### config.mk
export PLATFORM = sky130hd
export DESIGN_NAME = vlp_controller
export DESIGN_NICKNAME = d
export VERILOG_FILES = /design/src/rtl/core/vlp_pkg.sv /design/src/rtl/core/vlp_controller.sv
export SDC_FILE = /design/constraint.sdc
export NUM_CORES = 1
export LEC_CHECK = 0
export BUFFER_PORTS_ARGS = -buffer_cell sky130_fd_sc_hd__buf_2
export CORE_MARGIN = 3
export CORE_UTILIZATION = 45
export CTS_CLUSTER_DIAMETER = 200
export DETAILED_ROUTE_END_ITERATION = 10
export HOLD_SLACK_MARGIN = 0.15
export PLACE_DENSITY = 0.79
export SYNTH_ARGS = -nofsm -noshare
export SYNTH_HDL_FRONTEND = slang
export SYNTH_SLANG_ARGS = --single-unit
### constraint.sdc
create_clock -name i_clk -period 7.17 [get_ports i_clk]
set_input_delay 1.434 -clock i_clk [delete_from_list [all_inputs] [get_ports i_clk]]
set_output_delay 1.434 -clock i_clk [all_outputs]
set_load 0.02 [all_outputs]
### src/rtl/core/vlp_pkg.sv
`timescale 1ns / 1ps
package vlp_pkg;

    localparam int MaxChunks     = 64;
    localparam int TilesPerChunk = 64;
    localparam int SlotW         = 6;
    localparam int TileW         = 6;
    localparam int AddrW         = SlotW + TileW;
    localparam int LinkDepth     = MaxChunks * 6;
    localparam int LinkAw        = $clog2(LinkDepth);
    localparam int CountW        = 7;
    localparam int ClearLen      = MaxChunks * TilesPerChunk;

    typedef enum logic [2:0] {
        KIND_WRITE_TILE = 3'd0,
        KIND_WRITE_LINK = 3'd1,
        KIND_DECAY      = 3'd2,
        KIND_SPREAD     = 3'd3,
        KIND_READ       = 3'd4
    } t_kind;

    typedef struct packed {
        logic [2:0]       kind;
        logic [SlotW-1:0] chunk_slot;
        logic [TileW-1:0] tile_index;
        logic [7:0]       light_level;
        logic             is_transparent;
        logic [2:0]       side;
        logic [SlotW-1:0] linked_chunk;
    } t_in_word;

    typedef struct packed {
        logic [7:0] light_out;
        logic [7:0] render_out;
    } t_out_word;

    typedef enum logic [2:0] {
        OP_NONE,
        OP_CLEAR,
        OP_HOST,
        OP_DECAY,
        OP_SP_LOAD,
        OP_SP_FACE,
        OP_SP_WRITE
    } t_op;

    typedef struct packed {
        t_op              op;
        logic [AddrW-1:0] addr;
        logic [2:0]       face;
    } t_cmd;

    typedef struct packed {
        logic transparent;
    } t_status;

endpackage

### src/rtl/core/vlp_controller.sv
`timescale 1ns / 1ps
module vlp_controller
    import vlp_pkg::*;
(
    input  logic              i_clk,
    input  logic              i_rst_n,
    input  logic              start,
    input  t_in_word          i_word,
    input  logic [CountW-1:0] i_count,
    input  t_status           i_status,
    output logic              busy,
    output logic              o_strobe,
    output logic              o_is_read,
    output t_cmd              o_cmd
);

    typedef enum logic [2:0] {
        ST_CLEAR, ST_IDLE, ST_HOST, ST_DECAY, ST_SP_CHECK, ST_SP_FACE, ST_SP_WRITE
    } t_state;

    t_state           r_state;
    logic [AddrW:0]   r_addr;
    logic [2:0]       r_face;
    logic [SlotW:0]   r_lim;
    logic             r_strobe;
    logic             r_is_read;
    logic [AddrW:0]   end_addr;

    assign end_addr = {r_lim, {TileW{1'b0}}};

    always_comb begin
        o_cmd.addr = r_addr[AddrW-1:0];
        o_cmd.face = r_face;
        unique case (r_state)
            ST_CLEAR:    o_cmd.op = OP_CLEAR;
            ST_HOST:     o_cmd.op = OP_HOST;
            ST_DECAY:    o_cmd.op = OP_DECAY;
            ST_SP_CHECK: o_cmd.op = OP_SP_LOAD;
            ST_SP_FACE:  o_cmd.op = OP_SP_FACE;
            ST_SP_WRITE: o_cmd.op = OP_SP_WRITE;
            default:     o_cmd.op = OP_NONE;
        endcase
    end

    always_ff @(posedge i_clk) begin
        if (!i_rst_n) begin
            r_state   <= ST_CLEAR;
            r_addr    <= '0;
            r_face    <= '0;
            r_lim     <= '0;
            r_strobe  <= 1'b0;
            r_is_read <= 1'b0;
        end else begin
            r_strobe <= 1'b0;
            unique case (r_state)
                ST_CLEAR: begin
                    r_addr <= r_addr + 1'b1;
                    if (r_addr == (AddrW+1)'(ClearLen - 1)) begin
                        r_state <= ST_IDLE;
                    end
                end
                ST_IDLE: begin
                    if (start) begin
                        r_lim  <= (i_count > CountW'(MaxChunks)) ? (SlotW+1)'(MaxChunks)
                                                                 : (SlotW+1)'(i_count);
                        r_is_read <= i_word.kind == KIND_READ;
                        r_face <= '0;
                        if (i_word.kind == KIND_DECAY || i_word.kind == KIND_SPREAD) begin
                            r_addr <= (AddrW+1)'(TilesPerChunk);
                            if (i_count <= 1) begin
                                r_strobe <= 1'b1;
                            end else begin
                                r_state <= (i_word.kind == KIND_DECAY) ? ST_DECAY
                                                                        : ST_SP_CHECK;
                            end
                        end else begin
                            r_addr  <= {1'b0, i_word.chunk_slot, i_word.tile_index};
                            r_state <= ST_HOST;
                        end
                    end
                end
                ST_HOST: begin
                    r_strobe <= 1'b1;
                    r_state  <= ST_IDLE;
                end
                ST_DECAY: begin
                    r_addr <= r_addr + 1'b1;
                    if (r_addr + 1'b1 == end_addr) begin
                        r_strobe <= 1'b1;
                        r_state  <= ST_IDLE;
                    end
                end
                ST_SP_CHECK: begin
                    // Light/transparency are valid the cycle after the address.
                    r_face  <= '0;
                    r_state <= ST_SP_FACE;
                end
                ST_SP_FACE: begin
                    if (r_face == 3'd0 && !i_status.transparent) begin
                        r_addr <= r_addr + 1'b1;
                        if (r_addr + 1'b1 == end_addr) begin
                            r_strobe <= 1'b1;
                            r_state  <= ST_IDLE;
                        end else begin
                            r_state <= ST_SP_CHECK;
                        end
                    end else if (r_face == 3'd5) begin
                        r_state <= ST_SP_WRITE;
                    end else begin
                        r_face <= r_face + 1'b1;
                    end
                end
                ST_SP_WRITE: begin
                    r_addr <= r_addr + 1'b1;
                    r_face <= '0;
                    if (r_addr + 1'b1 == end_addr) begin
                        r_strobe <= 1'b1;
                        r_state  <= ST_IDLE;
                    end else begin
                        r_state <= ST_SP_CHECK;
                    end
                end
                default: r_state <= ST_IDLE;
            endcase
        end
    end

    assign busy      = r_state != ST_IDLE;
    assign o_strobe  = r_strobe;
    assign o_is_read = r_is_read;

endmodule

### After elaboration in Yosys (flattened, before gate mapping)

Cells that the tools add are included.

| cells by class | value |
|---|---|
| mux-type cells | 26 |
| order comparisons | 2 |
| eq/ne operators | 21 |
| divide/modulo/power cells | 0 |
| bitwise logic cells | 0 |
| reductions and logical operators | 14 |
| shift-type cells | 0 |
| add/sub/neg operators | 2 |
| multiply operators | 0 |

Operators by type and width:

| kind | number |
|---|---|
| one-hot mux 13 bit (3 select lines) | 1 |
| 2-to-1 mux 3 bit | 12 |
| one-hot mux 3 bit (6 select lines) | 2 |
| 2-to-1 mux 13 bit | 2 |
| == test 3 bit (second input constant) | 5 |
| adder 13 x 1 -> 13 bit (second input constant) | 1 |
| == test 13 x 12 -> 1 bit (second input constant) | 1 |
| == test 13 bit | 1 |
| == test 3 x 2 -> 1 bit (second input constant) | 4 |
| 2-to-1 mux 12 bit | 1 |
| != test 2 bit (second input constant) | 6 |
| one-hot mux 3 bit (3 select lines) | 1 |
| greater-than comparator 7 bit (second input constant) | 1 |
| less-or-equal comparator 7 x 1 -> 1 bit (second input constant) | 1 |
| 2-to-1 mux 7 bit | 1 |
| logical NOT 3 bit | 2 |
| != test 3 bit (second input constant) | 2 |
| nonzero test 3 bit | 2 |
| 2-to-1 mux 1 bit | 5 |
| AND reduction 5 bit | 1 |
| one-hot mux 1 bit (4 select lines) | 1 |
| AND reduction 4 bit | 1 |
| OR reduction 2 bit | 2 |
| adder 3 x 1 -> 3 bit (second input constant) | 1 |
| other kinds (8) | 8 |

| word-level totals | value |
|---|---|
| memory bits (read-only) | 0 |
| output and inout bits | 21 |
| input bits | 44 |
| bits in latches | 0 |
| register bits after elaboration | 28 |
| memory bits (writable) | 0 |
| memories kept | 0 |

### Logic depth before layout (Yosys ltp)

Gate-level depths: netlist (run 1).

| depth | value |
|---|---|
| depth in word-level cells | 6 |
| gate-level depth with buffers | 8 |

### Worst setup path before layout (run 1)

Ideal clock, no wire load.

| timing path | value |
|---|---|
| kind | register -> output |
| from | register r_state[1] |
| to | output o_cmd[16] in the netlist's numbering |
| required time | 5.736 ns |
| buffers on the path | 2 |
| cell stages (with the launch flop) | 4 |
| data arrival time | 1.505 ns |
| path slack | 4.231 ns |
| path through | dfxtp_1 > clkbuf_1 > clkbuf_1 > a21boi_0 |

RTL lines:

| what | line | RTL |
|---|---|---|
| start: declaration | vlp_controller.sv:21 | `t_state r_state;` |
| start signal: assignment | vlp_controller.sv:73 | `r_state <= (i_word.kind == KIND_DECAY) ? ST_DECAY` |
| end: declaration | vlp_controller.sv:14 | `output t_cmd o_cmd` |

### Worst setup path in the final report (run 1)

| timing path | value |
|---|---|
| from | input i_status |
| to | register r_addr[6] |

| between the ends | value |
|---|---|
| word-level cells in the longest chain between the ends | 4 |

RTL lines:

| what | line | RTL |
|---|---|---|
| start: declaration | vlp_controller.sv:10 | `input t_status i_status,` |
| logical NOT 1 bit | vlp_controller.sv:99 | `if (r_face == 3'd0 && !i_status.transparent) begin` |
| logical AND 1 bit | vlp_controller.sv:99 |  |
| != test 2 bit (no line) | -- |  |
| AND reduction 3 bit (no line) | -- |  |
| end signal: assignment | vlp_controller.sv:87 | `r_addr <= r_addr + 1'b1;` |
| end signal: assignment | vlp_controller.sv:100 | `r_addr <= r_addr + 1'b1;` |
| end signal: assignment | vlp_controller.sv:114 | `r_addr <= r_addr + 1'b1;` |
| end: declaration | vlp_controller.sv:22 | `logic [AddrW:0] r_addr;` |

Every way passes these cells.
A chain may end at the register's enable or synchronous reset.

==> run metrics, run 1 <==
status finished clean; crit share post-route between 40 and 50%; DR vias/cell between 6 and 7; initial antenna violation count 0; Nets approximately 350; Avg Synthesized Cell Area ~7.7 um^2; Initial Utilization 47.6%; Final WS setup approximately 3.9 ns; DP Wirelength 3850 um; I/O Pins between 60 and 70; Starting DRT DRC Count ~160; Synth Register Bits 28; via count between 2000 and 2500; most numerous cell in the Yosys netlist nand2_1; Synth Cell Area 0.00213 mm^2; final WL 5270 um; Reg-to-Reg End r_addr[6]; post-synthesis cell count between 200 and 300; ANT nets after route 0; Slew Limit Fails 0; R2R depth 7; critical path fanouts, max 10; fin crit period about 3.2 ns; Fin Hold WS roughly 0.47 ns; Multi-input gate area approximately 0.0014 mm^2; Post-synth ARST share 0%; grt ovf 0; largest net degree at the start of global routing 22; 1st-pass router iterations 5; Clock Latency Late Sink between 0.2 and 0.3 ns; Pwr Total just under 0.3 mW; DRC viols 0; clock tree sinks 28; number of global-route vias before repair ~1900; cts hold-fix bufs 0; final clock skew around 0.0070 ns; WP data arrival 3.46 ns; setup total negative slack 0 ns; R2R setup slack about 4.6 ns; post-synthesis sequential area ratio roughly a quarter; crit start category input port; Max stage delay cell, worst path o31ai_2; mean routed wirelength per cell about 15 um; Synth warnings 0; Worst R2R Start r_face[0]; WS Path Type input port to register; # setup viols final 0; hold path depth 2; hold crit path type register to register; Distinct cells, synth 58; Core Region approximately 0.0045 mm^2; commonest cells in the synthesized netlist nand2_1 (32), dfxtp_1 (28), a21oi_1 (27), nor2_1 (15); static leakage between 0.8 and 0.9 nW; crit path cell chain buf_2, nor3b_1, a21oi_1, o31ai_2, o311ai_0, a21oi_1; Top FF cell, synth dfxtp_1; CP Data Required Time about 7.4 ns; Synth top area share around a quarter; CTS tree yes; PD cells 124 mW/mm^2; Seq. cell area around 560 um^2; Fmax between 0.3 and 0.4 GHz; top cells by area, synth dfxtp_1 (26%), a21oi_1 (6.3%), nand2_1 (5.6%), buf_4 (4.2%), xnor2_1 (4.1%); Synth Net Count between 300 and 400; overall die width around 75 um; biggest cell delay along the critical path approximately 0.76 ns; CP Capture Type register; Post CTS Setup Buffer Count 0; clk root buf clkbuf_8; Max Cap Violations 0; total CTS buffers 3; clock buffer depth 2; crit-path most repeated cell a21oi_1; Slew @ Worst Pin just under 0.9 ns; n_diodes 0; Hold Fails Final Rpt 0; Rows 24; Final GP Congestion between 0.9 and 1; CTS resizes 0; EDFF count, synth 0; PortBufs 46; first-pass GRT wire length 8760 um; layout cell share with drive strength beyond 1 19.7%; filler instances between 400 and 500; die height 74.8 um; Hold EP o_is_read; RSZ-0062 raised after global routing no; area grow syn2layout 9.22%; VDD IR max between 0.07 and 0.08 mV; pre-CTS WS approximately 3.7 ns; leading area contributor after synthesis dfxtp_1; clk slew on worst S/H paths 0.11 ns; slew margin rel. around 40%; hold wc startpoint o_is_read; die area about 0.0056 mm^2; H-tree depth 1; GRT Resource Usage Total about 20%
[placed cells by master, fill, tap and decap left out, drive strengths merged, types with 4 or more instances in the layout]
cell type  netlist  final
dfxtp           28     28
a32oi            4      4
nor2            15     15
o21ai            7      7
xnor2           10     10
or3              5      5
nand2b           4      4
ha               5      5
nor3             5      5
buf             16     47
nand3           14     14
nor2b            4      4
xor2             4      4
a21oi           27     27
clkbuf          14      4
nand3b           7      7
o31ai            5      5
and2             4      4
nand2           32     32
a31oi           12     12
inv              9      9
[per-layer routing]
metal  share of wire, %  wire [um]  global-route usage [%]  up-vias
li1                   -          -                       -     1060
met1                 45       2390                    28.8      972
met2                 45       2390                    29.7       79
met3                7.5        396                    1.60       11
met4                1.9         98                    6.92        0
met5                  0          0                       0        -
[worst max-delay path: cells and delay by family]
family | cells | cell delay (ns)
buffers and inverters | 1 | 0.10
and+or+nand+nor | 1 | 0.46
AOI/OAI and AO/OA | 4 | 1.47
[where the power goes]
group | internal, mW | total (mW) | switching (mW)
sequential | 0.157 | 0.160 | 0.00354
clock | 0.0493 | 0.103 | 0.0541
combinational | 0.0107 | 0.0246 | 0.0139
[how the worst max path moves through the flow]
stage	from	to	slack, ns	cells past startpoint
after floorplan	r_state[1]	o_cmd[16]	4.23	3
after global placement	i_status	r_addr[6]	3.65	6
after detailed placement	i_status	r_addr[6]	3.66	6
after CTS	i_status	r_addr[6]	3.99	6
after global routing	i_status	r_addr[6]	3.78	6
final	i_status	r_addr[6]	3.92	6
[sequential cells by signal (all words and copies together) (netlist names)]
name / flops
r_addr: 13
r_lim: 7
r_face: 3
r_state: 3
o_is_read: 1
o_strobe: 1
[logic make-up after synthesis]
| family | count (synthesis) | synth area share [%] |
|---|---|---|
| simple gates | 107 | 27.0 |
| xor+xnor | 15 | 6.82 |
| flops | 28 | 26.3 |
| compound gates | 83 | 27.3 |
| buf+inv | 39 | 9.17 |
| fa+ha+maj | 5 | 2.94 |
| mux | 1 | 0.470 |
[layout make-up]
class | count | area share, %
timing repair buffer | 47 | 10.2
multi-input combinational | 211 | 59.1
sequential | 28 | 24.1
tap | 52 | 2.80
clock buffer | 4 | 2.37
inverter | 9 | 1.45
[through the flow]
step / instances / cell area [um^2] / utilization [%]
floorplan: 278 / 2130 / -
global placement: 347 / 2270 / 50.8
detailed placement: 347 / 2270 / 50.8
CTS: 351 / 2330 / 52.0
global route: 351 / 2330 / 52.0
finish: 351 / 2330 / 52.0
No activity file was read; power rests on OpenSTA's default activity.
==> inputs of run 2 (changes only) <==
- clock period: 7.17 -> 3.35 ns (I/O delays scaled with it)
==> run 2 against run 1 <==
Hold slack improved by 0.0066 ns. Critical path type is now register to register. Worst setup slack worse by 3.2 ns. Via count down 0.33%.
==> run metrics, run 2 (synthesis results as in run 1) <==
status finished clean; Hold Fails Final Rpt 0; H-tree depth 1; Rows 24; clock buffer depth 2; utilization after layout between 50% and 60%; Worst R2R Start r_addr[1]; Slew Limit Fails 0; Top reg by flops r_addr; highest-count cells in the layout ignoring fill and taps buf_2 (46), nand2_1 (32), dfxtp_1 (28); Max stage delay cell, worst path dfxtp_1; Slew @ Worst Pin between 0.8 and 0.9 ns; CP Capture Type register; layout cell share with drive strength beyond 1 20.3%; DRC viols 0; initial antenna violation count 0; PortBufs 46; Max Cap Violations 0; # setup viols final 0; first-pass GRT wire length roughly 8600 um; CP Data Required Time between 3 and 4 ns; Hold EP r_lim[2]; clock share of power between 30% and 40%; Final Instance Count excl. Fillers 353; Post-Place Cell Area between 0.002 and 0.0025 mm^2; switching power 0.152 mW; WP data arrival between 2 and 3 ns; via count 2115; Comb pwr share ~8.7%; DP Wirelength 3920 um; GRT Resource Usage Total roughly 19%; Post CTS Setup Buffer Count 0; die height between 70 and 80 um; I/O Pins between 60 and 70; die area around 0.0056 mm^2; total CTS buffers 3; hold crit path type register to register; Core Region between 0.004 and 0.005 mm^2; Pwr Total slightly above 0.6 mW; slew margin rel. between 40% and 50%; mean routed wirelength per cell 15.0 um; area grow syn2layout 9.93%; Net Sw Frac about 25%; final clock skew between 0.007 and 0.008 ns; Reg-to-Reg End r_state[1]; DR vias/cell about 6; max reg flops 13; cts hold-fix bufs 0; clock tree sinks 28; R2R depth 6; number of global-route vias before repair around 1900; R2R setup slack around 0.73 ns; top flop regs r_addr: 13 flops, r_lim: 7 flops; Reg power frac 55.7%; overall die width approximately 75 um; leading cell type in the layout, fill and taps excluded buf_2; 1st-pass router iterations 4; n_diodes 0; Initial Utilization 47.6%; CTS resizes 0; CTS tree yes; Post-Layout Inst Area 0.00234 mm^2; Int Power between 0.4 and 0.5 mW; Final GP Congestion roughly 0.94; clk slew on worst S/H paths 0.10 ns; biggest cell delay along the critical path around 0.50 ns; VDD IR max 0.149 mV; crit share post-route between 70% and 80%; Fmax 0.382 GHz; Clock Latency Late Sink between 0.2 and 0.3 ns; clk root buf clkbuf_8; final WL 5300 um; hold path depth 2; crit start category register; largest net degree at the start of global routing 22; crit path cell chain ha_1, inv_1, or3_1, a2111oi_0, o311ai_1, o311a_1; Starting DRT DRC Count 117; critical path fanouts, max 9; fin crit period 2.62 ns; setup total negative slack 0 ns; RSZ-0062 raised after global routing no; hold wc startpoint r_lim[2]; Nets about 350; ANT nets after route 0; PD cells ~260 mW/mm^2; static leakage ~0.87 nW; grt ovf 0; Post-Place Cells between 300 and 400; WS Path Type register to register
==> run 2: changes by cell type in the layout (fill, tap and decap cells not counted) <==
cell | before | now
buf_4 | 1 | 3
==> run 2: final cells by class <==
class                   instances  area (um^2)
repair buffers                 49          253
flip-flops and latches         28          561
fillers                       431         2130
clock buffers                   4         55.1
inverters                       9         33.8
multi-input cells             211         1370
well taps                      52         65.1
==> run 2: routing by layer <==
layer	track usage [%]	vias up	wire length [um]
met3	1.87	10	396
met5	0	-	0
met2	31.6	78	2430
met4	6.13	0	91
met1	26.8	968	2380
li1	-	1059	-
==> run 2: power by group through the flow <==
stage | Sequential [mW] | Combinational (mW) | Clock (mW)
after floorplan | 0.347 | 0.0337 | 0
after global placement | 0.350 | 0.0527 | 0
after detailed placement | 0.351 | 0.0535 | 0
after CTS | 0.343 | 0.0537 | 0.221
after global routing | 0.344 | 0.0593 | 0.233
final | 0.343 | 0.0536 | 0.220
==> run 2: worst max path at each step <==
stage,slack [ns],startpoint,cells past startpoint,endpoint
floorplan,1.11,r_addr[1],6,r_state[1]
global placement,0.80,r_addr[0],6,r_state[1]
detailed placement,0.78,r_addr[1],6,r_state[1]
CTS,0.76,r_addr[1],6,r_state[1]
global route,0.47,r_addr[1],6,r_state[1]
finish,0.73,r_addr[1],6,r_state[1]
==> run 2: per-stage QoR <==
step | hold WS, ns | worst slack, ns
floorplan | 0.432 | 1.11
detailed placement | 0.451 | 0.785
global route | 0.498 | 0.465
global placement | 0.441 | 0.804
CTS | 0.473 | 0.757
finish | 0.475 | 0.731
==> run 2: critical path: cells and delay by family, from the launching register on <==
kind,cells,cell delay (ns)
AO/OA/AOI/OAI,3,1.08
adder cells (fa/ha/maj),1,0.38
buffers and inverters,1,0.14
flip-flops,1,0.50
AND/OR/NAND/NOR,1,0.39
==> inputs of run 3 (changes only) <==
- PLACE_DENSITY: 0.79 -> 0.82
- clock period: 3.35 -> 2.15 ns (I/O delays scaled with it)
==> run 3 against run 2 <==
Hold slack got worse by 0.072 ns. Die area stayed put. Total power up 72%.
==> run metrics, run 3 (synthesis results as in run 1) <==
status finished clean; largest net degree at the start of global routing 22; VDD IR max 0.246 mV; GRT Resource Usage Total 21.5%; R2R depth 5; PortBufs 46; clk root buf clkbuf_8; overall die width approximately 75 um; fin crit period between 2 and 2.5 ns; grt ovf 0; hold path depth 3; total CTS buffers 3; WS Path Type register to register; Core Region around 0.0045 mm^2; Post-Place Cell Area ~0.0025 mm^2; Comb pwr share between 10% and 20%; WP data arrival between 2 and 2.5 ns; Rows 24; pre-CTS WS -0.0159 ns; clock share of power about two fifths; Fin Hold WS 0.403 ns; final clock skew around 0.004 ns; area grow syn2layout 23.4%; Reg power frac roughly half; DR vias/cell roughly 6.0; hold crit path type input port to register; Initial Utilization 47.6%; Top reg by flops r_addr; Hold EP r_addr[10]; top flop regs r_addr: 13 flops, r_lim: 7 flops; Max Cap Violations 0; Reg-to-Reg End r_state[1]; filler instances between 400 and 500; critical path fanouts, max 4; Nets 379; Worst R2R Start r_addr[5]; Hold Fails Final Rpt 0; clock tree sinks 28; Final GP Congestion around 0.95; hold wc startpoint i_word[28]; R2R setup slack 0.05 ns; static leakage approximately 1.0 nW; CP Data Required Time around 2.3 ns; DRC viols 0; n_diodes 0; max reg flops 13; CP Capture Type register; layout cell share with drive strength beyond 1 between 30% and 40%; CTS tree yes; crit start category register; first-pass GRT wire length 9520 um; H-tree depth 1; highest-count cells in the layout ignoring fill and taps buf_2 (46), nand2_1 (32), buf_4 (30); PD cells 404 mW/mm^2; utilization after layout 58.8%; switching power between 0.2 and 0.25 mW; Slew @ Worst Pin about 0.53 ns; Final Instance Count excl. Fillers about 380; mean routed wirelength per cell between 15 and 20 um; clock buffer depth 2; Int Power about 0.82 mW; leading cell type in the layout, fill and taps excluded buf_2; DP Wirelength ~4500 um; setup total negative slack 0 ns; Clock Latency Late Sink 0.28 ns; Net Sw Frac between 20% and 30%; RSZ-0062 raised after global routing no; Starting DRT DRC Count roughly 140; via count between 2000 and 2500; Final WS setup about 0.054 ns; cts hold-fix bufs 0; initial antenna violation count 0; Fmax roughly 0.48 GHz; clk slew on worst S/H paths about 0.1 ns; Post-Place Cells between 300 and 400; number of global-route vias before repair 2158; 1st-pass router iterations 4; final WL roughly 5900 um; I/O Pins 65; die height 74.8 um; slew margin rel. ~64%; # setup viols final 0; ANT nets after route 0; Slew Limit Fails 0; Post-Layout Inst Area roughly 0.0026 mm^2; Pwr Total about 1.1 mW; crit share post-route 97.5%; die area ~0.0056 mm^2
==> run 3: layout make-up <==
cell class,count,area [um^2],share of cell area [%]
multi-input combinational,212,1430,54.5
sequential,28,569,21.7
timing repair buffer,76,455,17.3
tap,52,65.1,2.48
clock buffer,3,41.3,1.57
inverter,9,33.8,1.29
clock inverter,1,30.0,1.14
==> run 3: per-layer routing <==
metal | part of all wire (%) | up-vias | GRT usage [%] | wire length, um
met5 | 0 | - | 0 | 0
met4 | 1.9 | 0 | 7.91 | 112
met3 | 4.8 | 12 | 2.54 | 281
met2 | 50 | 66 | 38.2 | 2970
met1 | 43 | 1083 | 26.6 | 2550
li1 | - | 1118 | - | -
==> run 3: worst max-delay path, cell delays in order (launching register included) <==
cell       delay, ns
dfxtp_2         0.36
nand4_4         0.14
or4_4           0.57
a2111oi_4       0.36
o311ai_4        0.19
o311a_1         0.37
==> run 3: what timing repair did <==
item	in CTS	in global routing
pin swaps	0	4
gates resized for setup	4	6
setup endpoints to repair	3	10
setup buffers	0	1
endpoints found under the hold margin	0	0
cloned	0	1
==> run 3: worst max path at each step <==
stage                            end  slack (ns)  cells after the start  startpoint
after floorplan           r_state[1]       0.006                      6   r_addr[4]
after global placement    r_state[1]        0.01                      5   r_addr[4]
after detailed placement  r_addr[11]       -0.02                      8   r_face[0]
after CTS                 r_state[1]      -0.007                      5   r_addr[3]
after global routing      r_state[1]       0.002                      7   r_addr[4]
final                     r_state[1]        0.05                      5   r_addr[5]
==> run 3: power by group through the flow <==
stage                     sequential [mW]  combinational [mW]  clock, mW
after floorplan                     0.543              0.0554          0
after global placement              0.542               0.104          0
after detailed placement            0.542               0.106          0
after CTS                           0.530               0.108      0.434
after global routing                0.532               0.120      0.445
final                               0.531               0.108      0.424
